### src/rtl/core/m9bd_pkg.sv
// Shared types, constants and register codes of the median button debouncer.
package m9bd_pkg;

    localparam int SAMPLE_W   = 12;
    localparam int TIME_W     = 32;
    localparam int DEBOUNCE_W = 16;
    localparam int CFG_IDX_W  = 2;
    localparam int CFG_DATA_W = 16;

    localparam int WINDOW_DEFAULT = 9;
    localparam int ADC_BITS       = 12;

    localparam logic [SAMPLE_W-1:0] FULL_SCALE =
        (ADC_BITS >= SAMPLE_W) ? {SAMPLE_W{1'b1}}
                               : SAMPLE_W'((1 << ADC_BITS) - 1);

    localparam logic [DEBOUNCE_W-1:0] DEBOUNCE_RESET = 16'd50;

    localparam logic [CFG_IDX_W-1:0] REG_PRESS    = 2'd0;
    localparam logic [CFG_IDX_W-1:0] REG_RELEASE  = 2'd1;
    localparam logic [CFG_IDX_W-1:0] REG_DEBOUNCE = 2'd2;

    typedef struct packed {
        logic [SAMPLE_W-1:0] sample;
        logic [TIME_W-1:0]   now_ms;
    } in_t;

    typedef struct packed {
        logic [SAMPLE_W-1:0] median_sample;
        logic                pressed;
        logic                reading_usable;
    } out_t;

    typedef struct packed {
        logic                gt;
        logic                valid;
        logic [SAMPLE_W-1:0] val;
    } link_t;

    typedef enum logic {
        ST_IDLE,
        ST_EVAL
    } st_t;

endpackage

### src/rtl/core/m9bd_sort_cell.sv
// One cell of the insertion sorter: holds one sorted sample, shifts up on insert.
module m9bd_sort_cell
    import m9bd_pkg::*;
(
    input  logic                clk,
    input  logic                rst_n,
    input  logic                clear,
    input  logic                insert,
    input  logic [SAMPLE_W-1:0] x,
    input  link_t               left,
    output link_t               right
);

    logic                valid_reg;
    logic                valid_next;
    logic [SAMPLE_W-1:0] val_reg;
    logic [SAMPLE_W-1:0] val_next;
    logic                gt;

    assign gt = !valid_reg || (val_reg > x);

    always_comb
    begin
        valid_next = valid_reg;
        val_next   = val_reg;
        if (clear)
        begin
            valid_next = 1'b0;
        end
        else if (insert && gt)
        begin
            if (left.gt)
            begin
                valid_next = left.valid;
                val_next   = left.val;
            end
            else
            begin
                valid_next = 1'b1;
                val_next   = x;
            end
        end
    end

    always_ff @(posedge clk or negedge rst_n)
    begin
        if (!rst_n)
        begin
            valid_reg <= 1'b0;
        end
        else
        begin
            valid_reg <= valid_next;
        end
    end

    always_ff @(posedge clk)
    begin
        val_reg <= val_next;
    end

    assign right.gt    = gt;
    assign right.valid = valid_reg;
    assign right.val   = val_reg;

endmodule

### src/rtl/core/m9bd_button.sv
// Hysteresis button detector with two-median confirm and time debounce.
module m9bd_button
    import m9bd_pkg::*;
(
    input  logic                  clk,
    input  logic                  rst_n,
    input  logic                  en,
    input  logic [SAMPLE_W-1:0]   med,
    input  logic [TIME_W-1:0]     now,
    input  logic [SAMPLE_W-1:0]   press_thr,
    input  logic [SAMPLE_W-1:0]   release_thr,
    input  logic [DEBOUNCE_W-1:0] debounce,
    output out_t                  result
);

    logic              pressed_reg;
    logic              pressed_next;
    logic              cand_reg;
    logic              cand_next;
    logic [TIME_W-1:0] since_reg;
    logic [TIME_W-1:0] since_next;
    logic [SAMPLE_W-1:0] rel_thr;
    logic              want;
    logic [TIME_W-1:0] elapsed;

    assign rel_thr = (release_thr > press_thr) ? release_thr : press_thr;
    assign elapsed = now - since_reg;

    always_comb
    begin
        if (!pressed_reg)
        begin
            want = (med <= press_thr);
        end
        else
        begin
            want = !(med >= rel_thr);
        end
    end

    always_comb
    begin
        pressed_next = pressed_reg;
        cand_next    = cand_reg;
        since_next   = since_reg;
        if (want == pressed_reg)
        begin
            cand_next  = pressed_reg;
            since_next = '0;
        end
        else if (cand_reg != want)
        begin
            cand_next  = want;
            since_next = now;
        end
        else if ((debounce == '0) || (elapsed >= TIME_W'(debounce)))
        begin
            pressed_next = want;
            since_next   = '0;
        end
    end

    always_ff @(posedge clk or negedge rst_n)
    begin
        if (!rst_n)
        begin
            pressed_reg <= 1'b0;
            cand_reg    <= 1'b0;
            since_reg   <= '0;
        end
        else if (en)
        begin
            pressed_reg <= pressed_next;
            cand_reg    <= cand_next;
            since_reg   <= since_next;
        end
    end

    assign result.median_sample  = med;
    assign result.pressed        = pressed_next;
    assign result.reading_usable = !pressed_next && (med != '0) && (med < FULL_SCALE);

endmodule

### src/rtl/core/median9_button_debouncer.sv
// Top level: window sorter chain, button detector, output register and config.
//
//  channel | direction | handshake               | payload
//  in      | input     | in_valid / in_ready     | in_data  (sample, now_ms)
//  out     | output    | out_valid / out_ready   | out_data (median, pressed, usable)
//  cfg     | input     | cfg_we                  | cfg_index, cfg_data
//
// Each sample is inserted into the sorter chain as it is accepted; the last sample
// of a window is followed by an evaluate state in which the detector updates and
// the result loads the output register, and no input is accepted meanwhile.
// Reset clears the sorter valid bits, the window count and the detector state.
// A full output register stalls the evaluate cycle, and with it the input.
module median9_button_debouncer
    import m9bd_pkg::*;
#(
    parameter int WINDOW = WINDOW_DEFAULT
)
(
    input  logic                  clk,
    input  logic                  rst_n,
    input  logic                  in_valid,
    output logic                  in_ready,
    input  in_t                   in_data,
    output logic                  out_valid,
    input  logic                  out_ready,
    output out_t                  out_data,
    input  logic                  cfg_we,
    input  logic [CFG_IDX_W-1:0]  cfg_index,
    input  logic [CFG_DATA_W-1:0] cfg_data
);

    localparam int CNT_W = $clog2(WINDOW);
    localparam logic [CNT_W-1:0] LAST = CNT_W'(WINDOW - 1);
    localparam int MID = WINDOW / 2;

    st_t                   state_reg;
    st_t                   state_next;
    logic [CNT_W-1:0]      fill_reg;
    logic [CNT_W-1:0]      fill_next;
    logic [TIME_W-1:0]     now_reg;
    logic [SAMPLE_W-1:0]   press_reg;
    logic [SAMPLE_W-1:0]   release_reg;
    logic [DEBOUNCE_W-1:0] debounce_reg;
    logic                  out_valid_reg;
    logic                  out_valid_next;
    out_t                  out_data_reg;
    out_t                  result;
    logic                  in_xfer;
    logic                  commit;
    logic [SAMPLE_W-1:0]   x;
    link_t                 link [WINDOW+1];

    assign in_xfer = in_valid && in_ready;
    assign x = (in_data.sample > FULL_SCALE) ? FULL_SCALE : in_data.sample;

    // next state
    always_comb
    begin
        state_next = state_reg;
        unique case (state_reg)
            ST_IDLE:
            begin
                if (in_xfer && (fill_reg == LAST))
                begin
                    state_next = ST_EVAL;
                end
            end
            ST_EVAL:
            begin
                if (commit)
                begin
                    state_next = ST_IDLE;
                end
            end
            default:
            begin
                state_next = ST_IDLE;
            end
        endcase
    end

    // outputs
    always_comb
    begin
        in_ready = 1'b0;
        commit   = 1'b0;
        unique case (state_reg)
            ST_IDLE:
            begin
                in_ready = 1'b1;
            end
            ST_EVAL:
            begin
                commit = !out_valid_reg || out_ready;
            end
            default:
            begin
                in_ready = 1'b0;
            end
        endcase
    end

    always_comb
    begin
        fill_next = fill_reg;
        if (in_xfer)
        begin
            fill_next = (fill_reg == LAST) ? '0 : fill_reg + 1'b1;
        end
    end

    always_comb
    begin
        out_valid_next = out_valid_reg;
        if (commit)
        begin
            out_valid_next = 1'b1;
        end
        else if (out_ready)
        begin
            out_valid_next = 1'b0;
        end
    end

    always_ff @(posedge clk or negedge rst_n)
    begin
        if (!rst_n)
        begin
            state_reg     <= ST_IDLE;
            fill_reg      <= '0;
            out_valid_reg <= 1'b0;
            press_reg     <= '0;
            release_reg   <= '0;
            debounce_reg  <= DEBOUNCE_RESET;
        end
        else
        begin
            state_reg     <= state_next;
            fill_reg      <= fill_next;
            out_valid_reg <= out_valid_next;
            if (cfg_we)
            begin
                unique case (cfg_index)
                    REG_PRESS:    press_reg    <= cfg_data[SAMPLE_W-1:0];
                    REG_RELEASE:  release_reg  <= cfg_data[SAMPLE_W-1:0];
                    REG_DEBOUNCE: debounce_reg <= cfg_data;
                    default:      ;
                endcase
            end
        end
    end

    always_ff @(posedge clk)
    begin
        if (in_xfer)
        begin
            now_reg <= in_data.now_ms;
        end
        if (commit)
        begin
            out_data_reg <= result;
        end
    end

    assign link[0].gt    = 1'b0;
    assign link[0].valid = 1'b0;
    assign link[0].val   = '0;

    for (genvar i = 0; i < WINDOW; i++)
    begin : g_cell
        m9bd_sort_cell u_cell (
            .clk    (clk),
            .rst_n  (rst_n),
            .clear  (commit),
            .insert (in_xfer),
            .x      (x),
            .left   (link[i]),
            .right  (link[i+1])
        );
    end

    m9bd_button u_button (
        .clk         (clk),
        .rst_n       (rst_n),
        .en          (commit),
        .med         (link[MID+1].val),
        .now         (now_reg),
        .press_thr   (press_reg),
        .release_thr (release_reg),
        .debounce    (debounce_reg),
        .result      (result)
    );

    assign out_valid = out_valid_reg;
    assign out_data  = out_data_reg;

endmodule
### config.mk
export PLATFORM = sky130hd
export DESIGN_NAME = median9_button_debouncer
export DESIGN_NICKNAME = d
export VERILOG_FILES = /design/src/rtl/core/m9bd_pkg.sv /design/src/rtl/core/m9bd_sort_cell.sv /design/src/rtl/core/m9bd_button.sv /design/src/rtl/core/median9_button_debouncer.sv
export SDC_FILE = /design/constraint.sdc
export NUM_CORES = 1
export LEC_CHECK = 0
export BUFFER_PORTS_ARGS = -buffer_cell sky130_fd_sc_hd__buf_2
export CAP_MARGIN = 20
export CORE_UTILIZATION = 60
export CTS_BUF_LIST = sky130_fd_sc_hd__clkbuf_4
export CTS_CLUSTER_DIAMETER = 40
export DETAILED_ROUTE_END_ITERATION = 16
export PLACE_DENSITY = 0.81
export SLEW_MARGIN = 20
export SYNTH_ARGS = -nofsm -noshare
export SYNTH_HDL_FRONTEND = slang
export SYNTH_SLANG_ARGS = --single-unit
### constraint.sdc
create_clock -name clk -period 11.9 [get_ports clk]
set_input_delay 1.785 -clock clk [delete_from_list [all_inputs] [get_ports clk]]
set_output_delay 1.785 -clock clk [all_outputs]
set_load 0.005 [all_outputs]
==> flow_summary.yaml <==
route:
  dr.pass1.iters: 10
  drtIter0Drc: 740
  via_per_inst: 6.21
  via_count: 9152
  wire_per_inst_um: 18.1
  route.detailed.drc: 0
  met3_length_um: 1480
  route.met2.wl_um: 12400
  ant_nets: 0
  maxUsedRoutingLayer: "met4"
  met1Wirelength_um: 12400
  drt-total-wl_um: 26700
synthesis:
  synth_commonest_cells: "ha_1, edfxtp_1, inv_1, dfrtp_1, mux2_2"
  yosysMostFrequentCell: "ha_1"
  yosysWarnings: 0
  synth_nets: 1351
  synth_edf_count: 106
  seq_area_frac_synth_pct: 43.3
  synth_top_area_share_pct: 25.9
  ys.flop_type: "edfxtp_1"
  ys_seq_elements: 191
  syn_area_mm2: 0.0123
  yosysTopAreaCell: "edfxtp_1"
  synth_cells: 1138
  yosysUniqueCellTypes: 72
  synthArstFlopShare_pct: 44.5
  synth_area_per_cell_um2: 10.8
  netlist_top_cells_area: "edfxtp_1, dfrtp_1, ha_1"
sta:
  rsz0062_at_grt: "false"
  worstMarginPinSlew_ps: 984
  setup_tns_ps: 0
  relSlewSlack_pct: 34.1
  timing.hold.ws_ps: 520
  fmax_mhz: 192
  timing.final.crit_share_pct: 43.7
  hold_violations: 0
  finalSetupViolCount: 0
  finClkSkew_ps: 17.2
  min_period_ps: 5200
  slew_viol_final: 0
  finalWorstSetupSlack_ps: 6700
setup_path:
  r2r-start: "now_reg[0]"
  reg2regPathDepth: 19
  worst_setup_path_start_kind: "flip-flop"
  worstPathRequired_ps: 12310
  path_max_fanout: 35
  cp_num_cells: 19
  reg2reg_to: "out_data[1]"
  path_class: "reg2reg"
  crit_start: "now_reg[0]"
  critPathBufInv: 1
  worstSetupEndpoint: "out_data[1]"
  reg2reg_slack_ps: 6700
  crit_chain: "inv_1 > ha_1 > fa_1 > nor2b_1 > o2111ai_1 > a21boi_2 > nor3_1 > o21ai_0 > xor2_1 > ha_1 > o21ai_0 > o22ai_1 > nor4_1 > o311ai_0 > a211oi_1 > and4b_1 > nand4_4 > a21o_2 > and2_1"
  crit_arrival_ps: 5610
  crit_path_end_kind: "flip-flop"
  crit_slowest_cell: "nand4_4"
  critical_path.top_delay_family: "compound AO/OA/AOI/OAI gates"
  critPathMaxStageDelay_ps: 470
layout:
  largest_reg_flops: 60
  synthToLayoutAreaGrowth_pct: 7.31
  final_core_util_pct: 66.6
  fillers: 1554
  final_layout_size_suffix_gt1_share_pct: 19.5
  final_cells: 1473
  nNetsFinal: 1407
  final_area_mm2: 0.0132
cts:
  clk_latency_ps: 640
  clock-sinks: 191
  tritoncts: "built"
  cts.repair.resized: 0
  cts_buffers: 17
  postCtsSetupRepairBufs: 0
  cts.clk_slew.worst_paths_ps: 190
  htree_levels: 4
  cts_buffer_depth: 2
  clockRootBuffer: "clkbuf_4"
  cts_hold_buffers: 0
placement:
  preCtsSetupSlack_ps: 6830
  dp.cells: 1440
  place_congestion: 0.918
  io_buffers: 82
  dpl.hpwl_um: 20000
  placed_area_mm2: 0.0128
floorplanning:
  boundaryPins: 83
  die_area_mm2: 0.0210
  core_area_mm2: 0.0198
  die_w_um: 145
  fp.dieH_um: 145
  start_util_pct: 62.0
  std_cell_rows: 51
power_and_ir_drop:
  max-vdd-ir-drop_mv: 0.122
  p_leak_nw: 5.70
  p_per_area_mw_per_mm2: 199
  p_total_mw: 2.62
job:
  cap_violations: 0
outcome:
  status: "completed"
global_routing:
  gr-total-overflow: 0
  grt_use_total_pct: 26.4
  grt_max_degree: 75
  grt_pass1_vias: 9019
  grt_pass1_wl_um: 44500
  antenna_found_initial: 1
worst_hold_path:
  hold_class: "reg2reg"
  whs_path_depth: 2
-- worst min-delay path: stages (launching register included) --
cell	delay, ps
dfrtp_1	380
inv_1	70
nand2_1	50
-- power by group --
part / total, mW / switching, mW / internal [mW]
logic: 1.24 / 0.692 / 0.547
registers: 1.00 / 0.111 / 0.889
clock network: 0.383 / 0.278 / 0.105
-- cell families after synthesis --
| family | count (synthesis) | share of synthesized area [%] |
|---|---|---|
| fa+ha+maj | 146 | 15.0 |
| buf+inv | 142 | 4.65 |
| compound gates | 279 | 16.4 |
| simple gates | 275 | 11.6 |
| mux | 88 | 7.94 |
| xor+xnor | 17 | 1.21 |
| flops | 191 | 43.3 |
-- routing by layer --
layer  vias to the layer above  GRT usage [%]
met5                         -              0
met4                         0           6.65
met3                        40           4.78
met2                       298           42.1
met1                      4424           37.1
li1                       4390              -
-- worst min path at each step --
| stage | start | to | slack, ps |
|---|---|---|---|
| 2_1_floorplan | g_cell[0].u_cell.valid_reg | g_cell[0].u_cell.valid_reg | 460 |
| 3_3_place_gp | state_reg | out_valid | 480 |
| 3_5_place_dp | state_reg | out_valid | 480 |
| 4_1_cts | state_reg | out_valid | 520 |
| 5_1_grt | u_button.since_reg[23] | u_button.since_reg[23] | 560 |
| 6_report | state_reg | out_valid | 520 |
-- final cells by class --
class | count | area, µm² | share of cell area (%)
antenna | 1 | 2.50 | 0.0190
tap | 265 | 332 | 2.52
multi-input combinational | 805 | 6400 | 48.6
clock inverter | 15 | 194 | 1.47
sequential | 191 | 5310 | 40.4
inverter | 91 | 342 | 2.59
clock buffer | 17 | 128 | 0.969
timing repair buffer | 88 | 458 | 3.48
-- layout by cell type, fill, tap and decap left out, types with 49 or more instances in the layout --
| cell type | count |
|---|---|
| a21o_1 | 50 |
| a21oi_1 | 61 |
| buf_2 | 81 |
| dfrtp_1 | 82 |
| edfxtp_1 | 106 |
| ha_1 | 145 |
| inv_1 | 90 |
| mux2_2 | 75 |
| nand2_1 | 63 |
| nor3_1 | 49 |
| o21ai_0 | 50 |
Note: power is estimated with default switching activity, not from simulation.
